File: src/rtl/core/gnlf_pkg.sv
package gnlf_pkg;

   localparam int DataWidth    = 32;
   localparam int SumWidth     = 50;
   localparam int ProdWidth    = 64;
   localparam int PosWidth     = 48;
   localparam int DivNumWidth  = 64;
   localparam int DivQuotWidth = 41;
   localparam int DivCntWidth  = 7;

   // 360 * 2^32 is a 41-bit value; it enters the divider left-aligned
   localparam logic [DivNumWidth-1:0] WrapNum   = 64'd360 << 55;
   localparam logic [DivCntWidth-1:0] WrapSteps = 7'd41;
   localparam logic [DivCntWidth-1:0] TickSteps = 7'd32;

   localparam logic [2:0] MODE_WRAP_ADD   = 3'd0;
   localparam logic [2:0] MODE_ADD_CLAMP  = 3'd1;
   localparam logic [2:0] MODE_SUB_CLAMP  = 3'd2;
   localparam logic [2:0] MODE_SET_TARGET = 3'd3;
   localparam logic [2:0] MODE_SET_BOTH   = 3'd4;
   localparam logic [2:0] MODE_TICK       = 3'd5;

   localparam logic [1:0] REG_SCALE    = 2'd0;
   localparam logic [1:0] REG_OFFSET   = 2'd1;
   localparam logic [1:0] REG_FRICTION = 2'd2;

   typedef struct packed {
      logic signed [DataWidth-1:0] scale;
      logic signed [DataWidth-1:0] offset;
      logic [DataWidth-2:0]        friction;
   } cfg_type;

   typedef struct packed {
      logic                   start;
      logic [DataWidth-1:0]   rem;
      logic [DivNumWidth-1:0] num;
      logic [DataWidth-1:0]   den;
      logic [DivCntWidth-1:0] steps;
   } div_req_type;

   function automatic logic signed [DataWidth-1:0] sat32(input logic signed [SumWidth-1:0] v);
      logic signed [DataWidth-1:0] r;
      if (v > 50'sd2147483647) begin
         r = 32'sh7FFFFFFF;
      end else if (v < -50'sd2147483648) begin
         r = 32'sh80000000;
      end else begin
         r = v[DataWidth-1:0];
      end
      return r;
   endfunction

endpackage

File: src/rtl/core/gnlf_div.sv
module gnlf_div
   import gnlf_pkg::*;
(
   input  logic                    clock,
   input  logic                    reset,
   input  div_req_type             req,
   output logic                    busy,
   output logic [DivQuotWidth-1:0] quot
);

   logic [DivCntWidth-1:0]  count_ff, count_in;
   logic [DataWidth-1:0]    rem_ff, rem_in;
   logic [DivNumWidth-1:0]  num_ff, num_in;
   logic [DataWidth-1:0]    den_ff, den_in;
   logic [DivQuotWidth-1:0] quot_ff, quot_in;
   logic [DataWidth:0]      trial;

   // restoring division, one quotient bit per cycle
   always_comb begin
      trial    = {rem_ff, num_ff[DivNumWidth-1]} - {1'b0, den_ff};
      count_in = count_ff;
      rem_in   = rem_ff;
      num_in   = num_ff;
      den_in   = den_ff;
      quot_in  = quot_ff;
      if (req.start) begin
         count_in = req.steps;
         rem_in   = req.rem;
         num_in   = req.num;
         den_in   = req.den;
         quot_in  = '0;
      end else if (count_ff != '0) begin
         count_in = count_ff - 1'b1;
         num_in   = {num_ff[DivNumWidth-2:0], 1'b0};
         if (!trial[DataWidth]) begin
            rem_in  = trial[DataWidth-1:0];
            quot_in = {quot_ff[DivQuotWidth-2:0], 1'b1};
         end else begin
            rem_in  = {rem_ff[DataWidth-2:0], num_ff[DivNumWidth-1]};
            quot_in = {quot_ff[DivQuotWidth-2:0], 1'b0};
         end
      end
   end

   always_ff @(posedge clock) begin
      if (reset) begin
         count_ff <= '0;
      end else begin
         count_ff <= count_in;
      end
      rem_ff  <= rem_in;
      num_ff  <= num_in;
      den_ff  <= den_in;
      quot_ff <= quot_in;
   end

   assign busy = (count_ff != '0);
   assign quot = quot_ff;

endmodule

File: config.mk
export PLATFORM = sky130hd
export DESIGN_NAME = gnlf_div
export DESIGN_NICKNAME = d
export VERILOG_FILES = /design/src/rtl/core/gnlf_pkg.sv /design/src/rtl/core/gnlf_div.sv
export SDC_FILE = /design/constraint.sdc
export NUM_CORES = 1
export LEC_CHECK = 0
export BUFFER_PORTS_ARGS = -buffer_cell sky130_fd_sc_hd__buf_2
export CORE_MARGIN = 2
export CORE_UTILIZATION = 50
export DETAILED_ROUTE_END_ITERATION = 7
export HOLD_SLACK_MARGIN = 0.12
export PLACE_DENSITY_LB_ADDON = 0.1
export SYNTH_ARGS = -nofsm -noshare
export SYNTH_HDL_FRONTEND = slang
export SYNTH_SLANG_ARGS = --single-unit
File: constraint.sdc
create_clock -name clock -period 3.8 [get_ports clock]
set_input_delay 0.76 -clock clock [delete_from_list [all_inputs] [get_ports clock]]
set_output_delay 0.76 -clock clock [all_outputs]
set_load 0.01 [all_outputs]
* Word-level counts from Yosys, hierarchy flattened *
Cells that the tools add are included.
Widths: inputs -> output; s select.

cells by class
  eq/ne operators = 0
  reductions and logical operators = 2
  mux-type cells = 8
  div/mod/pow operators = 0
  shift operators = 0
  magnitude comparators = 0
  $add $sub $neg = 2
  multiply operators = 0
  bitwise operators = 0

operators by type and width
  kind                 count
  $mux 64              2
  $mux 32              3
  $sub 33x32->33       1
  $mux 7               2
  $reduce_bool 7->1    1
  $sub 7x1->7 const B  1
  $reduce_bool 2->1    1
  $mux 1               1

storage, ports and cells
  latch bits = 0
  input bits = 138
  output and inout bits = 42
  memories kept = 0
  memory bits (read-only) = 0
  register bits after elaboration = 176
  word-level logic and storage cells = 17
  RAM bits = 0

* Longest topological paths before layout *
  word-level depth = 4
  gate-level depth with buffers = 14
  gate-level depth less buffers = 12

* Worst setup path before layout *
No wires, ideal clock.

  path kind = register to register
  start point = reg count_ff[0]
  end point = reg num_ff[0], enable pin
  path slack = -0.366 ns
  cell stages (with the launch flop) = 8
  path buffers = 1
  arrival = 3.268 ns
  setup time = 0.898 ns
  clock period less this slack = 4.166 ns
  cell sequence = dfxtp_1 inv_1 ha_1 nand2_1 or3_1 nor2_1 clkbuf_1 nand2_1

between the ends
  longest elaborated chain between the ends = 2

ends and longest elaborated chain
  element                             line            source
  start: declaration                  gnlf_div.sv:11  logic [DivCntWidth-1:0] count_ff, count_in;
  start signal: assignment            gnlf_div.sv:49  count_ff <= count_in;
  $reduce_bool 7->1                   gnlf_div.sv:32  end else if (count_ff != '0) begin
  $reduce_bool 2->1 (no source line)  n/a
  end signal: assignment              gnlf_div.sv:52  num_ff <= num_in;
  end: declaration                    gnlf_div.sv:13  logic [DivNumWidth-1:0] num_ff, num_in;

Every way passes these cells.
A chain may end at the register's enable or synchronous reset.

* Worst setup path in the final report *
  start point = reg num_ff[63]
  end point = reg rem_ff[26] (data pin)

between the ends
  longest elaborated chain between the ends = 4

ends and longest elaborated chain
  element                 line            source
  $sub 33x32->33          gnlf_div.sv:20  trial = {rem_ff, num_ff[DivNumWidth-1]} - {1'b0, den_ff};
  $mux 32                 gnlf_div.sv:35  if (!trial[DataWidth]) begin
  $mux 32                 gnlf_div.sv:32
  $mux 32                 gnlf_div.sv:26  if (req.start) begin
  via rem_in[26]          gnlf_div.sv:12  logic [DataWidth-1:0] rem_ff, rem_in;
  end signal: assignment  gnlf_div.sv:51  rem_ff <= rem_in;
  end: declaration        gnlf_div.sv:12

The timed path passes the listed nets, and every way through them passes these cells. The select of a mux whose other input is x is not followed.

==> reports/metrics.yaml <==
r2r_cells: 12
crit_type: "reg -> reg"
maxSlewHeadroom: 0.488
async_flop_share: 0
fin_skew_ns: 0.0120
synthCells: 825
detail-route-antenna-nets: 0
critical-path-slowest-cell: "or3_1"
holdWs_ns: 0.456
min_path_cells: 2
routedWlPerCell_um: 16.8
vias: 6803
drt_wl_total_um: 20800
grt_pass1_vias: 6546
area_growth_pct: 19.2
power_w: 0.00748
grt_max_degree: 101
finalSetupViolCount: 0
ys_warn_count: 0
rsz0062_at_grt: "false"
crit_path_start_kind: "register"
grt_pass1_wl_um: 33500
critPathBufInv: 1
syn_nets: 997
clockBufferDepth: 2
fp.dieW_um: 139
vias_per_cell: 5.49
hold_path.class: "reg -> reg"
vdd_drop_max_mv: 0.451
fillers: 1567
syn_avg_cell_area_um2: 11.0
synth_flop_cell: "edfxtp_1"
drt_first_pass_iters: 4
rows: 49
drtIter0Drc: 467
synth_most_common_cell: "edfxtp_1"
cts_tree: "done"
initial_utilization: 0.509
tightest_slew_ns: 0.767
path_common_cell: "a21oi_4"
crit_chain: "inv_1 > ha_1 > fa_1 > nand2b_1 > a21oi_2 > o41ai_2 > o311a_4 > a21oi_4 > a21oi_4 > or3_1 > a41oi_1 > o31ai_1"
clk_latency_ns: 0.43
cts_sinks: 176
tns_ns: 0
regArea_um2: 4800
synth_edf_count: 128
status: "finished, final reports clean"
cp.depth: 12
synth_top_area_frac: 0.422
crit_arrival_ns: 3.74
period_needed_ns: 3.58
drv.max_cap_violation_count: 0
slew_violations: 0
endpoint_kind: "register"
core_area_um2: 17900
synth_area_leaders: "edfxtp_1 42%, dfxtp_1 11%, mux2_2 7.9%, nand2_1 4.9%, ha_1 4.5%"
required_ns: 3.96
power.leakage_nw: 4.50
grt_usage: 0.216
drc: 0
synth_area_um2: 9110
clk_pin_slew_ns: 0.08
final_layout_size_suffix_gt1_frac: 0.317
synth.distinct_cells: 68
powerDensity_nw_per_um2: 688
ys_seq_area_frac: 0.527
multi_input_area_um2: 3930
synthTopCellsByCount: "128 x edfxtp_1, 118 x nand2_1, 74 x a21oi_1"
cts_root_buf: "clkbuf_16"
cts.hold.buffers_added: 0
ys_ff_latch: 176
yosysTopAreaCell: "edfxtp_1"
hold_viol: 0
dp_hpwl_um: 14400
cts_made_buffers: 17
overflow: 0
dieArea_um2: 19300
port_buffers: 179
nNetsFinal: 1166
io_pins: 180
antenna_found_initial: 4
gp_congestion: 0.835
fin_crit_sh: 0.941
crit_family: "compound AO/OA/AOI/OAI gates"
cpPeakStageDelay_ns: 0.59
fmax_mhz: 280
critPathMaxFanout: 12
die_h_um: 139
htreeDepth: 4
[metal layers]
layer / wire [um] / global-route usage
met2: 9800 / 0.345
met5: 13 / 0
met4: 392 / 0.0595
met3: 1490 / 0.0753
met1: 9080 / 0.280
[per-stage QoR]
step	instances	cell area (um^2)	setup WS (ns)	utilization
3_3_place_gp	1204	10300	0.283	0.573
3_5_place_dp	1204	10300	0.201	0.573
2_1_floorplan	825	9110	0.592	-
4_1_cts	1236	10900	0.171	0.606
5_1_grt	1237	10900	0.00935	0.606
6_report	1239	10900	0.223	0.607
[power breakdown]
group          switching [W]  total, W  leakage [nW]  internal (W)
logic                0.00171   0.00298          2.49       0.00127
registers           0.000207   0.00273          1.71       0.00252
clock network       0.000859   0.00177         0.295      0.000911
total                0.00277   0.00748          4.50       0.00470
[worst reg2reg max path: cells and delay by family (launching register included)]
kind                       cells  cell delay [ns]
AOI/OAI and AO/OA              7             1.53
adders and majority gates      2             0.61
buffers and inverters          1             0.05
DFF                            1             0.35
and+or+nand+nor                2             0.78
[cell usage in the layout (no fill, tap or decap), drive strengths merged, types with 4 or more instances in the layout]
master	n
o211ai	5
nor2b	12
dfxtp	48
nand3	6
and3	6
or3	4
clkinv	5
o311ai	15
nand2b	6
nor3	7
nor2	31
or4	4
ha	33
mux2	64
nand4	14
o31ai	4
clkbuf	19
a221o	9
edfxtp	128
and2	8
buf	194
a311o	4
nand2	119
inv	58
xnor2	17
o21a	8
o21ai	23
a21oi	77
nor4	14
xor2	13
a21o	12
a211oi	7
[sequential cells by signal (all words and copies together) (netlist names)]
| name | cells |
|---|---|
| num_ff | 64 |
| quot | 41 |
| den_ff | 32 |
| rem_ff | 32 |
| count_ff | 7 |
[layout make-up]
| class | instances | share of cell area |
|---|---|---|
| antenna | 3 | 0.000691 |
| clock buffer | 18 | 0.0404 |
| sequential | 176 | 0.442 |
| clock inverter | 14 | 0.0147 |
| inverter | 49 | 0.0169 |
| timing repair buffer | 195 | 0.0967 |
| multi-input combinational | 555 | 0.362 |
| tap | 229 | 0.0264 |
[logic make-up (layout without fill, tap and decap cells)]
group / after synthesis / in the layout / share of synthesized area
other: 0 / 3 / 0
flip-flops: 176 / 176 / 0.527
XOR/XNOR: 30 / 30 / 0.0288
multiplexers: 65 / 65 / 0.0802
AO/OA/AOI/OAI: 187 / 187 / 0.147
buffers and inverters: 94 / 276 / 0.0433
AND/OR/NAND/NOR: 239 / 239 / 0.126
adder cells (fa/ha/maj): 34 / 34 / 0.0475
[final timing paths]
path | from | endpoint | slack [ns]
worst max-delay path | num_ff[63] | rem_ff[26] | 0.22
worst min register to register | quot[40] | quot[40] | 0.46
worst max register to register | num_ff[63] | rem_ff[26] | 0.22
worst min-delay path | quot[40] | quot[40] | 0.46
[repair_timing]
| action | CTS | global route |
|---|---|---|
| setup buffers | 0 | 0 |
| setup endpoints to repair | 0 | 6 |
| endpoints found under the hold margin | 0 | 0 |
| resized for setup | 0 | 2 |
No activity file was read; power rests on OpenSTA's default activity.
