File: src/rtl/core/gnlf_pkg.sv
package gnlf_pkg;

   localparam int DataWidth    = 32;
   localparam int SumWidth     = 50;
   localparam int ProdWidth    = 64;
   localparam int PosWidth     = 48;
   localparam int DivNumWidth  = 64;
   localparam int DivQuotWidth = 41;
   localparam int DivCntWidth  = 7;

   // 360 * 2^32 is a 41-bit value; it enters the divider left-aligned
   localparam logic [DivNumWidth-1:0] WrapNum   = 64'd360 << 55;
   localparam logic [DivCntWidth-1:0] WrapSteps = 7'd41;
   localparam logic [DivCntWidth-1:0] TickSteps = 7'd32;

   localparam logic [2:0] MODE_WRAP_ADD   = 3'd0;
   localparam logic [2:0] MODE_ADD_CLAMP  = 3'd1;
   localparam logic [2:0] MODE_SUB_CLAMP  = 3'd2;
   localparam logic [2:0] MODE_SET_TARGET = 3'd3;
   localparam logic [2:0] MODE_SET_BOTH   = 3'd4;
   localparam logic [2:0] MODE_TICK       = 3'd5;

   localparam logic [1:0] REG_SCALE    = 2'd0;
   localparam logic [1:0] REG_OFFSET   = 2'd1;
   localparam logic [1:0] REG_FRICTION = 2'd2;

   typedef struct packed {
      logic signed [DataWidth-1:0] scale;
      logic signed [DataWidth-1:0] offset;
      logic [DataWidth-2:0]        friction;
   } cfg_type;

   typedef struct packed {
      logic                   start;
      logic [DataWidth-1:0]   rem;
      logic [DivNumWidth-1:0] num;
      logic [DataWidth-1:0]   den;
      logic [DivCntWidth-1:0] steps;
   } div_req_type;

   function automatic logic signed [DataWidth-1:0] sat32(input logic signed [SumWidth-1:0] v);
      logic signed [DataWidth-1:0] r;
      if (v > 50'sd2147483647) begin
         r = 32'sh7FFFFFFF;
      end else if (v < -50'sd2147483648) begin
         r = 32'sh80000000;
      end else begin
         r = v[DataWidth-1:0];
      end
      return r;
   endfunction

endpackage

File: src/rtl/core/gnlf_csr.sv
module gnlf_csr
   import gnlf_pkg::*;
(
   input  logic                 clock,
   input  logic                 reset,
   input  logic                 psel,
   input  logic                 penable,
   input  logic                 pwrite,
   input  logic [3:0]           paddr,
   input  logic [DataWidth-1:0] pwdata,
   output logic [DataWidth-1:0] prdata,
   output logic                 pready,
   output cfg_type              cfg
);

   cfg_type cfg_ff, cfg_in;
   logic    wr_en;

   assign wr_en  = psel && penable && pwrite;
   assign pready = 1'b1;

   always_comb begin
      cfg_in = cfg_ff;
      if (wr_en) begin
         case (paddr[3:2])
            REG_SCALE:    cfg_in.scale    = pwdata;
            REG_OFFSET:   cfg_in.offset   = pwdata;
            REG_FRICTION: cfg_in.friction = pwdata[DataWidth-2:0];
            default:      cfg_in = cfg_ff;
         endcase
      end
   end

   always_comb begin
      case (paddr[3:2])
         REG_SCALE:    prdata = cfg_ff.scale;
         REG_OFFSET:   prdata = cfg_ff.offset;
         REG_FRICTION: prdata = {1'b0, cfg_ff.friction};
         default:      prdata = '0;
      endcase
   end

   always_ff @(posedge clock) begin
      if (reset) begin
         cfg_ff.scale    <= 32'sh00010000;
         cfg_ff.offset   <= '0;
         cfg_ff.friction <= '0;
      end else begin
         cfg_ff <= cfg_in;
      end
   end

   assign cfg = cfg_ff;

endmodule

File: config.mk
export PLATFORM = sky130hd
export DESIGN_NAME = gnlf_csr
export DESIGN_NICKNAME = d
export VERILOG_FILES = /design/src/rtl/core/gnlf_pkg.sv /design/src/rtl/core/gnlf_csr.sv
export SDC_FILE = /design/constraint.sdc
export NUM_CORES = 1
export LEC_CHECK = 0
export ABC_CLOCK_PERIOD_IN_PS = 1400
export BUFFER_PORTS_ARGS = -buffer_cell sky130_fd_sc_hd__buf_2
export CORE_MARGIN = 3
export CORE_UTILIZATION = 51
export CTS_BUF_LIST = sky130_fd_sc_hd__clkbuf_2
export DETAILED_ROUTE_END_ITERATION = 12
export PLACE_DENSITY = 0.84
export SYNTH_ARGS = -nofsm -noshare
export SYNTH_HDL_FRONTEND = slang
export SYNTH_SLANG_ARGS = --single-unit
File: constraint.sdc
create_clock -name clock -period 1.4 [get_ports clock]
set_clock_uncertainty 0.05 [all_clocks]
set_input_delay 0 -clock clock [delete_from_list [all_inputs] [get_ports clock]]
set_output_delay 0 -clock clock [all_outputs]
set_load 0.01 [all_outputs]
* Yosys cells after proc, flatten, opt, wreduce, memory -nomap -nowiden
Index checks and enable logic that the tools add are counted.
** Operators by class
- Equal/unequal tests :: 2
- Multiplexer cells :: 1
- Reduce and logical (&&, ||, !) cells :: 6
** Operators by type and width (count)
- one-hot mux 32 bit (3 select lines) :: 1
- AND reduction 2 bit :: 3
- == test 2 x 1 -> 1 bit, second input constant :: 1
- == test 2 bit, second input constant :: 1
- logical AND 1 bit :: 2
- logical NOT 2 bit :: 1
** Word-level totals
- Register bits :: 95
- Input port bits :: 41
- Word-level logic and storage cells :: 12

* Depth between registers and ports, before layout
Gate-level depths: netlist of the first run.
- Depth in word-level cells :: 3
- Mapped depth :: 6

* Worst setup path after synthesis of the first run
OpenSTA, ideal clock, no wires.
- Path kind :: input to register
- Start point :: input paddr[3]
- End point :: register cfg_ff, in the netlist cfg[0]
- Setup time :: 0.121 ns
- Arrival time :: 0.915 ns
- Required time :: 1.229 ns
- Setup slack :: 0.313 ns
- Cell stages on the path :: 6
- Path buffers :: 3
- Path through :: buf_2 nor2b_1 buf_2 nand4_1 buf_4 mux2i_1
** Between the ends
- Cells in the longest elaborated chain, start to end :: 2
** Ends and longest elaborated chain
- from (decl) :: RTL line gnlf_csr.sv:9 : input logic [3:0] paddr,
- == test 2 bit :: RTL line gnlf_csr.sv:25 : case (paddr[3:2])
- AND reduction 2 bit (no line)
- to (signal assigned) :: RTL line gnlf_csr.sv:49 : cfg_ff <= cfg_in;
- to (decl) :: RTL line gnlf_csr.sv:16 : cfg_type cfg_ff, cfg_in;
No other way between the ends.
A chain may end at the register's enable or synchronous reset.

* Worst setup path in the final report of the first run
- Start point :: register cfg_ff, in the netlist cfg[61]
- End point :: output prdata[30]
** Between the ends
- Cells in the longest elaborated chain, start to end :: 1
** Ends and longest elaborated chain
- one-hot mux 32 bit (3 select lines) :: RTL line gnlf_csr.sv:35 : case (paddr[3:2])
- to (decl) :: RTL line gnlf_csr.sv:11 : output logic [DataWidth-1:0] prdata,
No other way between the ends.

==> results of run 1 <==
-- logic make-up (layout without fill, tap and decap cells) --
family          after synthesis  count (layout)  synth area share
mux                         127             127             0.283
simple gates                167             167             0.215
buf+inv                      37             265            0.0418
other cells                   1               1          0.000836
compound gates               31              31            0.0346
flops                        95              95             0.424
-- routing by layer --
layer / GRT usage / vias to the layer above
met5: 0 / -
met4: 0.0935 / 0
met3: 0.0486 / 27
met2: 0.473 / 143
met1: 0.294 / 1967
li1: - / 1971
-- layout make-up --
class                      instances  area (µm²)  share of cell area
clock inverter                     7         119              0.0189
sequential                        95        1980               0.316
multi-input combinational        326        2410               0.384
clock buffer                       9        45.0             0.00718
tap                              105         131              0.0209
timing repair buffer             249        1590               0.253
-- power breakdown --
group	internal, W	leakage, nW	total [W]	switching (W)
registers	0.00275	0.800	0.00278	0.0000276
clock network	0.000771	0.0885	0.00171	0.000943
logic	0.000300	2.41	0.000578	0.000278
-- synth_stat cells (all sizes together), types with 3 or more instances --
master and count:
nand2 31, o21ai 31, mux2i 127, clkbuf 20, buf 17, dfxtp 95, nor2 3, nand2b 126
-- worst register-to-register path: cells and delay by family, from the launching register on --
family	cells	cell delay (ns)
AND/OR/NAND/NOR	1	0.06
multiplexers	1	0.14
flip-flops	1	0.42
buffers and inverters	1	0.58
-- per-stage QoR --
step,cells,hold WS [ns],total power (W)
after floorplan,458,0.117,0.00312
after global placement,707,0.236,0.00328
after detailed placement,707,0.268,0.00330
after CTS,771,0.00394,0.00506
after global routing,791,0.00382,0.00525
final,791,0.0331,0.00507
-- layout by cell type, fill, tap and decap left out --
cell / n
clkinv_2: 1
nor2_1: 3
dlygate4sd3_1: 38
or3b_1: 1
or3_1: 1
dfxtp_2: 66
nor3b_2: 1
buf_6: 1
dfxtp_1: 29
conb_1: 1
buf_2: 164
buf_4: 43
nand2_1: 31
o21ai_1: 26
o21ai_0: 5
bufinv_16: 3
nand2b_1: 126
dlymetal6s4s_1: 1
buf_12: 2
nor3_4: 1
clkinvlp_4: 2
clkbuf_2: 9
mux2i_1: 127
nor2b_2: 1
inv_6: 1
nand3_1: 1
nand4_1: 1
-- repair_timing --
action / CTS / global route
pin swaps: 1 / 8
buffers inserted: 9 / 20
hold buffers: 39 / 0
setup endpoints to repair: 18 / 41
hold endpoints to repair: 95 / 0
resized for setup: 33 / 63
-- final timing paths --
kind | startpoint | endpoint | slack [ns] | cells past startpoint
setup reg to reg | cfg[70]$_SDFFE_PP0P_ | cfg[70]$_SDFFE_PP0P_ | 0.13 | 3
hold reg to reg | cfg[48]$_SDFFE_PP0P_ | cfg[48]$_SDFFE_PP0P_ | 0.45 | 2
hold / removal | paddr[2] | cfg[61]$_SDFFE_PP0P_ | 0.03 | 4
setup / recovery | cfg[61]$_SDFFE_PP0P_ | prdata[30] | -0.003 | 3
==> results.md, run 1 <==
- Port Buffers: 165
- Met1 Wirelength: 5.24 mm
- Async SR Flop Fraction: 0
- Antenna Cells: 0
- Initial antenna violation count: 0
- First-pass DRT Iterations: 4
- Worst EP required: 1.35 ns
- Failing checks: negative setup slack
- CTS Sinks: 95
- H-tree depth: 3
- Global route overflow: 0
- Main synth FF type: dfxtp_1
- Number of antenna-violating nets in the routed design: 0
- Largest net degree at the start of global routing: 66
- Worst hold path class: input port to flop
- Max_slew headroom: 0.611
- Met3 WL: 743 µm
- Crit path capture type: output pin
- Post-Synthesis Cells: 458
- CP Buf/Inv Count: 1
- Final Instance Area: 0.00628 mm²
- Min cycle time layout: 1.40 ns
- EDFF count, synth: 0
- Leading area contributor after synthesis: dfxtp_1
- Clk pin slew, worst setup/hold paths: 0.27 ns
- DR vias: 4108
- DRC: 0
- Syn avg cell area: 9.79 µm²
- Min setup slack post-route: -0.00276 ns
- Vias in the first global route: 4220
- Final Util: 0.749
- Flops & latches, synth: 95
- Share of cells above drive strength 1: 0.430
- Fin nets: 722
- Initial core utilization: 0.535
- Final Cycle Share: 1.00
- Max FFs per register: 95
- Vias/cell: 5.19
- Die height: 99.8 µm
- Worst path slowest cell: dfxtp_2
- Maximum buffer depth of the clock tree: 2
- Delay-heaviest family, CP: flip-flops
- DP Worst Slack: 0.139 ns
- CTS root buf: clkbuf_2
- Cell leakage power: 3.30 nW
- Gp weighted congestion: 0.773
- # setup viols final: 1
- Chip Width: 99.8 µm
- Sequential share of the synthesized area: 0.424
- GRT Overall Usage: 0.257
- Slowest stage delay, CP: 0.39 ns
- CP Launch Type: flop
- First-pass GRT wire length: 20.7 mm
- Metal2 WL: 6.85 mm
- Area delta synth->final: 39.9%
- Slew Limit Fails: 0
- Fmax: 713 MHz
- Outcome: finished, violations left
- Core box area: 0.00838 mm²
- Synth area leaders: dfxtp_1 (42%), mux2i_1 (28%), nand2b_1 (18%), o21ai_0 (3.5%), nand2_1 (2.6%)
- Unique masters post-synth: 18
- 1st-iter DRT viols: 117
- Worst Path Max Fanout: 2
- Pin slew with the least headroom to its limit: 0.583 ns
- Kind of critical path: flop to output pin
- Power per cell area: 807 mW/mm²
- Yosys synthesis warning count: 0
- Die ar.: 0.00996 mm²
- Final Hold Fails: 0
- Fillcell total: 612
- Synth Cell Area: 0.00449 mm²
- Max_cap viols: 0
- DP Wirelength: 8.31 mm
- CP Cell Sequence: mux2i_1, o21ai_1, buf_2
- Total CTS buffers: 9
- # rows: 33
- Sum Neg Setup Slack: -0.00276 ns
- Final Routed Wirelength: 13.1 mm
- Share of the synthesized area in the top cell type: 0.424
- RSZ-0062 raised after global routing: yes
- Syn_nets: 499
- Peak supply drop: 423 µV
- CTS tree: yes
- Placed cell areas: 0.00541 mm²
- Wire per inst: 16.6 µm
- IO Pins: 169
- Max Used Layer: met4
- Latest clock arrival within the worst-skew pair: 0.51 ns
- Critical path data arrival time: 1.35 ns
Power figures use the tool's default switching activity.
==> run 2, diff against run 1 <==
--- a/config.mk
+++ b/config.mk
@@ -5,13 +5,14 @@
 export SDC_FILE = /design/constraint.sdc
 export NUM_CORES = 1
 export LEC_CHECK = 0
-export ABC_CLOCK_PERIOD_IN_PS = 1400
+export ABC_AREA = 1
+export ABC_CLOCK_PERIOD_IN_PS = 1650
 export BUFFER_PORTS_ARGS = -buffer_cell sky130_fd_sc_hd__buf_2
 export CORE_MARGIN = 3
-export CORE_UTILIZATION = 51
+export CORE_UTILIZATION = 55
 export CTS_BUF_LIST = sky130_fd_sc_hd__clkbuf_2
 export DETAILED_ROUTE_END_ITERATION = 12
-export PLACE_DENSITY = 0.84
+export PLACE_DENSITY = 0.89
 export SYNTH_ARGS = -nofsm -noshare
 export SYNTH_HDL_FRONTEND = slang
 export SYNTH_SLANG_ARGS = --single-unit
==> constraint.sdc (replaced) <==
create_clock -name clock -period 1.65 [get_ports clock]
set_clock_uncertainty 0.05 [all_clocks]
set_input_delay 0 -clock clock [delete_from_list [all_inputs] [get_ports clock]]
set_output_delay 0 -clock clock [all_outputs]
set_load 0.01 [all_outputs]
==> run 2 against run 1 <==
  * The flow now finishes without violations
  * Synthesized cell count rose by 52%
  * Wire length grew 15%
  * Cell count increased by 30%
  * Via count rose by 36%
  * Flip-flop and latch count unchanged
  * Non-clock buffer count up 15
  * Hold slack got worse by 0.017 ns
  * Combinational power increased by 24%
  * Synthesized area down 1.0%
  * Setup slack gained 0.015 ns
  * Largest cell class unchanged
==> results.md, run 2 <==
- Outcome: completed
- Fin nets: 964 (+34%)
- Flops & latches, synth: 95 (unchanged)
- CTS root buf: clkbuf_2
- Async SR Flop Fraction: 0 (unchanged)
- Hold slack: 0.0164 ns (-0.0167 ns)
- HP Start: paddr[2]
- First-pass DRT Iterations: 5 (+1)
- Min cycle time layout: 1.64 ns
- Synth area leaders: dfxtp_1 (43%), nand2_1 (16%), nor2_1 (16%), nand3_1 (14%), inv_1 (2.8%)
- Die height: 95.8 µm (-3.9%)
- Wire per inst: 14.7 µm (-12%)
- Vias in the first global route: 5151 (+22%)
- Fin cells: 1030 (+30%)
- Share of cells above drive strength 1: 0.228 (-0.202)
- Antenna Cells: 0 (unchanged)
- Total CTS buffers: 9 (unchanged)
- Commonest non-fill, non-tap cell in the layout: nand2_1
- Kind of critical path: input port to flop
- Peak supply drop: 439 µV (+3.8%)
- Largest net degree at the start of global routing: 64 (-3.0%)
- 1st-iter DRT viols: 349 (+200%)
- Area delta synth->final: 40.6%
- Share of the synthesized area in the top cell type: 0.428 (+0.00442)
- Fillcell total: 528 (-14%)
- Main synth FF type: dfxtp_1
- Multi-input logic area: 0.00215 mm² (-11%)
- Power per cell area: 662 mW/mm² (-18%)
- Initial core utilization: 0.572 (+0.0364)
- Seq. cell area: 0.00190 mm² (-4.2%)
- CTS Sinks: 95 (unchanged)
- Maximum buffer depth of the clock tree: 2 (unchanged)
- Number of antenna-violating nets in the routed design: 0 (unchanged)
- Cell leakage power: 3.21 nW (-2.6%)
- Port Buffers: 165 (unchanged)
- GRT Overall Usage: 0.324 (+0.0674)
- Critical path data arrival time: 2.08 ns (+0.73 ns)
- Latest clock arrival within the worst-skew pair: 0.55 ns (+0.04 ns)
- Worst EP required: 2.09 ns (+0.74 ns)
- Post-Synthesis Cells: 696 (+52%)
- Synth Cell Area: 0.00444 mm² (-1.0%)
- Final Cycle Share: 0.993
- Fmax: 610 MHz
- CP Launch Type: input port
- Top cells by count, synth: nand2_1 (192), nor2_1 (190), nand3_1 (127)
- Clk pin slew, worst setup/hold paths: 0.28 ns (about the same)
- Sequential share of the synthesized area: 0.428 (+0.00442)
- EDFF count, synth: 0 (unchanged)
- Syn avg cell area: 6.38 µm² (-35%)
- CTS tree: yes
- R2r startpoint: cfg[62]$_SDFFE_PP0P_
- Core box area: 0.00777 mm² (-7.3%)
- Worst hold path class: input port to flop
- Gp weighted congestion: 0.756 (-2.2%)
- Final Routed Wirelength: 15.1 mm (+15%)
- Vias/cell: 5.41 (+4.1%)
- Worst Path Max Fanout: 3 (+1)
- Chip Width: 95.8 µm (-3.9%)
- Critical path startpoint: pwdata[13]
- # setup viols final: 0 (-1)
- DR vias: 5570 (+36%)
- Die ar.: 0.00919 mm² (-7.7%)
- IO Pins: 169 (unchanged)
- Initial antenna violation count: 1 (+1)
- Count leader, synth: nand2_1
- Max_cap viols: 0 (unchanged)
- Placed insts: 930 (+32%)
- # rows: 32 (-3.0%)
- DRC: 0 (unchanged)
- Crit path capture type: flop
- Syn_nets: 737 (+48%)
- H-tree depth: 3 (unchanged)
- Final Hold Fails: 0 (unchanged)
- Leading area contributor after synthesis: dfxtp_1
- RSZ-0062 raised after global routing: no
- Slew Limit Fails: 0 (unchanged)
- Sum Neg Setup Slack: 0 ns (+0.00276 ns)
- Commonest cells after routing, fill and taps aside: nand2_1 (192), nor2_1 (188), buf_2 (165), nand3_1 (126), dfxtp_1 (95)
- Yosys synthesis warning count: 0 (unchanged)
- Global route overflow: 0 (unchanged)
- Max FFs per register: 95 (unchanged)
- Unique masters post-synth: 16 (-2)
- DP Wirelength: 8.37 mm (+0.78%)
- First-pass GRT wire length: 23.7 mm (+14%)
## run 2: cell count changes after synthesis, moves of 33 or more
cell / before / now
inv_1: 0 / 33
mux2i_1: 127 / 0
nand2_1: 31 / 192
nand2b_1: 126 / 0
nand3_1: 1 / 127
nor2_1: 3 / 190
## run 2: worst paths after layout
path | to | slack, ns | cells past startpoint
max | cfg[13]$_SDFFE_PP0P_ | 0.01 | 8
min | cfg[27]$_SDFFE_PP0P_ | 0.02 | 6
max reg2reg | cfg[62]$_SDFFE_PP0P_ | 0.36 | 3
min reg2reg | cfg[8]$_SDFFE_PP0P_ | 0.47 | 2
## run 2: repair_timing
action	CTS	global route
hold buffers	86	0
setup buffers	0	0
hold endpoints to repair	95	0
endpoints found under the setup margin	0	10
gates resized for setup	0	7
## run 2: metal layers
layer	wire, µm	track usage
met1	5540	0.383
met2	7580	0.572
met3	1420	0.0500
met4	572	0.156
met5	13	0
## run 2: logic make-up (layout without fill, tap and decap cells)
logic type | after synthesis | after routing | share of synthesized area
and+or+nand+nor | 514 | 514 | 0.475
DFF | 95 | 95 | 0.428
buffers and inverters | 84 | 316 | 0.0922
AOI/OAI and AO/OA | 2 | 2 | 0.00310
other | 1 | 1 | 0.000845
## run 2: critical path, stage by stage
cell and delay, ns:
dlygate4sd3_1 0.55, buf_2 0.13, inv_1 0.11, nand3_1 0.09, nand2_1 0.07, dlygate4sd3_1 0.54, nor2_1 0.04, dlygate4sd3_1 0.55
## run 2: final cells by class
type                       instances  share of cell area
multi-input combinational        517               0.344
sequential                        95               0.305
timing repair buffer             264               0.294
inverter                          36              0.0216
tap                              102              0.0204
clock buffer                      10             0.00802
clock inverter                     6             0.00722
## run 2: metrics by stage
step / util / setup slack [ns] / cell area, µm² / power [W]
floorplan: - / 0.795 / 4440 / 0.00278
global placement: 0.680 / 0.521 / 5280 / 0.00295
detailed placement: 0.680 / 0.481 / 5280 / 0.00297
CTS: 0.805 / 0.0609 / 6250 / 0.00411
global route: 0.804 / 0.0174 / 6240 / 0.00430
finish: 0.804 / 0.0118 / 6240 / 0.00413
## run 2: where the power goes
group          internal [W]  total [W]  switching [W]
combinational      0.000317   0.000714       0.000397
clock              0.000218    0.00103       0.000807
sequential          0.00235    0.00240      0.0000418
total               0.00289    0.00413        0.00125
==> run 3, diff against run 2 <==
--- a/config.mk
+++ b/config.mk
@@ -7,11 +7,12 @@
 export LEC_CHECK = 0
 export ABC_AREA = 1
 export ABC_CLOCK_PERIOD_IN_PS = 1650
-export BUFFER_PORTS_ARGS = -buffer_cell sky130_fd_sc_hd__buf_2
+export BUFFER_PORTS_ARGS = -buffer_cell sky130_fd_sc_hd__clkbuf_2
 export CORE_MARGIN = 3
 export CORE_UTILIZATION = 55
 export CTS_BUF_LIST = sky130_fd_sc_hd__clkbuf_2
 export DETAILED_ROUTE_END_ITERATION = 12
+export MAX_ROUTING_LAYER = met4
 export PLACE_DENSITY = 0.89
 export SYNTH_ARGS = -nofsm -noshare
 export SYNTH_HDL_FRONTEND = slang
==> run 3 against run 2 <==
  * Power up 3.2%
  * Design area decreased by 6.8%
  * Critical endpoint is now prdata[9]
  * Critical path type is now input port to output pin
  * Highest routed layer is now met4
  * Via count is 7.3% lower
  * Cell count is 4.4% lower
  * Register-to-register slack improved by 0.03 ns
  * Clock power is 22% higher
  * Hold slack improved by 0.0094 ns
==> results.md, run 3 (synthesis results as in run 2) <==
- Die height: 95.8 µm (unchanged)
- Critical path data arrival time: 1.50 ns (-0.58 ns)
- Kind of critical path: input port to output pin
- 1st-iter DRT viols: 252 (-28%)
- Cells on worst reg2reg path: 3 (unchanged)
- Chip Width: 95.8 µm (unchanged)
- Final Routed Wirelength: 13.4 mm (-12%)
- R2R Path End: cfg[79]$_SDFFE_PP1P_
- Seq. cell area: 0.00190 mm² (unchanged)
- Fillcell total: 593 (+12%)
- Min cycle time layout: 1.55 ns (-0.0860 ns)
- Clock power frac: 0.295 (+0.047)
- Fin nets: 919 (-4.7%)
- Final Hold Fails: 0 (unchanged)
- IO Pins: 169 (unchanged)
- Initial antenna violation count: 0 (-1)
- Outcome: completed
- Worst hold path class: input port to flop
- Largest net degree at the start of global routing: 96 (+50%)
- CP Launch Type: input port
- Initial core utilization: 0.572 (unchanged)
- Postcts setup bufs: 0 (unchanged)
- Global route overflow: 0 (unchanged)
- Die ar.: 0.00919 mm² (unchanged)
- Antenna Cells: 0 (unchanged)
- Core box area: 0.00777 mm² (unchanged)
- Port Buffers: 165 (unchanged)
- Wire per inst: 13.6 µm (-7.5%)
- DP Wirelength: 8.35 mm (-0.28%)
- H-tree depth: 3 (unchanged)
- Crit path capture type: output pin
- CTS tree: yes
- Latest clock arrival within the worst-skew pair: 0.54 ns (about the same)
- Critical path startpoint: paddr[2]
- Peak supply drop: 346 µV (-21%)
- Max FFs per register: 95 (unchanged)
- Multi-input logic area: 0.00214 mm² (-0.23%)
- Gp weighted congestion: 0.762 (+0.83%)
- FF-to-FF setup slack: 0.39 ns (+0.03 ns)
- First-pass DRT Iterations: 5 (unchanged)
- First-pass GRT wire length: 20.8 mm (-12%)
- # rows: 32 (unchanged)
- Fmax: 644 MHz (+5.5%)
- P_sw: 0.00118 W (-5.3%)
- Final Cycle Share: 0.941 (-0.0521)
- Total CTS buffers: 9 (unchanged)
- DRC: 0 (unchanged)
- Power per cell area: 734 mW/mm² (+11%)
- Number of antenna-violating nets in the routed design: 0 (unchanged)
- Maximum buffer depth of the clock tree: 2 (unchanged)
- Hold slack: 0.0258 ns (+0.00936 ns)
- Slew Limit Fails: 0 (unchanged)
- Sw Share: 0.277 (-0.0248)
- Combinational power share: 0.144 (-0.029)
- # hold bufs at CTS: 39 (-55%)
- Max_cap viols: 0 (unchanged)
- Worst Path Max Fanout: 22 (+19)
- Share of cells above drive strength 1: 0.231 (+0.00258)
- Post_cts resized: 0 (unchanged)
- Area delta synth->final: 31.1%
- Vias in the first global route: 4707 (-8.6%)
- # setup viols final: 0 (unchanged)
- Sequential share of power: 0.561 (-0.018)
- CTS Sinks: 95 (unchanged)
- Total power: 0.00427 W (+3.2%)
- Cell leakage power: 2.90 nW (-9.6%)
- Commonest cells after routing, fill and taps aside: nand2_1 (192), nor2_1 (188), clkbuf_2 (174), nand3_1 (127), dfxtp_1 (95)
- Commonest non-fill, non-tap cell in the layout: nand2_1
- Vias/cell: 5.24 (-3.0%)
- RSZ-0062 raised after global routing: no
- Clk pin slew, worst setup/hold paths: 0.24 ns (-0.04 ns)
- DR vias: 5165 (-7.3%)
- Sum Neg Setup Slack: 0 ns (unchanged)
- Worst EP required: 1.60 ns (-0.49 ns)
- GRT Overall Usage: 0.292 (-0.0325)
- R2r startpoint: cfg[79]$_SDFFE_PP1P_
- Critical path endpoint: prdata[9]
- CTS root buf: clkbuf_2
- P_int: 0.00309 W (+6.9%)
## run 3: per-layer routing
| metal | vias up | track usage | part of all wire |
|---|---|---|---|
| li1 | 2511 | - | - |
| met1 | 2373 | 0.324 | 0.40 |
| met2 | 251 | 0.512 | 0.50 |
| met3 | 30 | 0.0524 | 0.080 |
| met4 | 0 | 0.124 | 0.024 |
| met5 | - | - | 0 |
## run 3: worst min path at each step
stage / from / to / slack (ns) / cells past startpoint
2_1_floorplan: pwdata[16] / cfg[79]$_SDFFE_PP1P_ / 0.08 / 2
3_3_place_gp: pwdata[16] / cfg[79]$_SDFFE_PP1P_ / 0.19 / 3
3_5_place_dp: pwdata[16] / cfg[79]$_SDFFE_PP1P_ / 0.19 / 3
4_1_cts: paddr[3] / cfg[29]$_SDFFE_PP0P_ / 0.0007 / 6
5_1_grt: pwrite / cfg[15]$_SDFFE_PP0P_ / 0.02 / 7
6_report: paddr[3] / cfg[29]$_SDFFE_PP0P_ / 0.03 / 6
## run 3: critical path, cell delays in order
cell and delay (ns):
clkbuf_2 0.12, dlygate4sd3_1 0.61, nor2_4 0.15, buf_4 0.28
nand2_1 0.09, nand3_1 0.11, clkbuf_2 0.14
## run 3: power by group through the flow
stage	logic, W	clock network (W)	registers (W)
after global routing	0.000677	0.00136	0.00240
after detailed placement	0.000535	0	0.00244
after floorplan	0.000325	0	0.00245
after global placement	0.000520	0	0.00243
after CTS	0.000606	0.00128	0.00239
final	0.000614	0.00126	0.00239
## run 3: stage by stage
stage	setup WS, ns	instance area [µm²]	std cells	utilization
finish	0.0978	5820	985	0.749
CTS	0.102	5820	985	0.749
detailed placement	0.526	5300	930	0.682
global placement	0.578	5300	930	0.682
floorplan	0.795	4440	696	-
global route	0.0162	5820	985	0.749
## run 3: area by class of cell
cell class / instances / area share
sequential: 95 / 0.327
inverter: 36 / 0.0232
tap: 102 / 0.0219
multi-input combinational: 517 / 0.368
clock inverter: 7 / 0.0151
timing repair buffer: 219 / 0.237
clock buffer: 9 / 0.00774
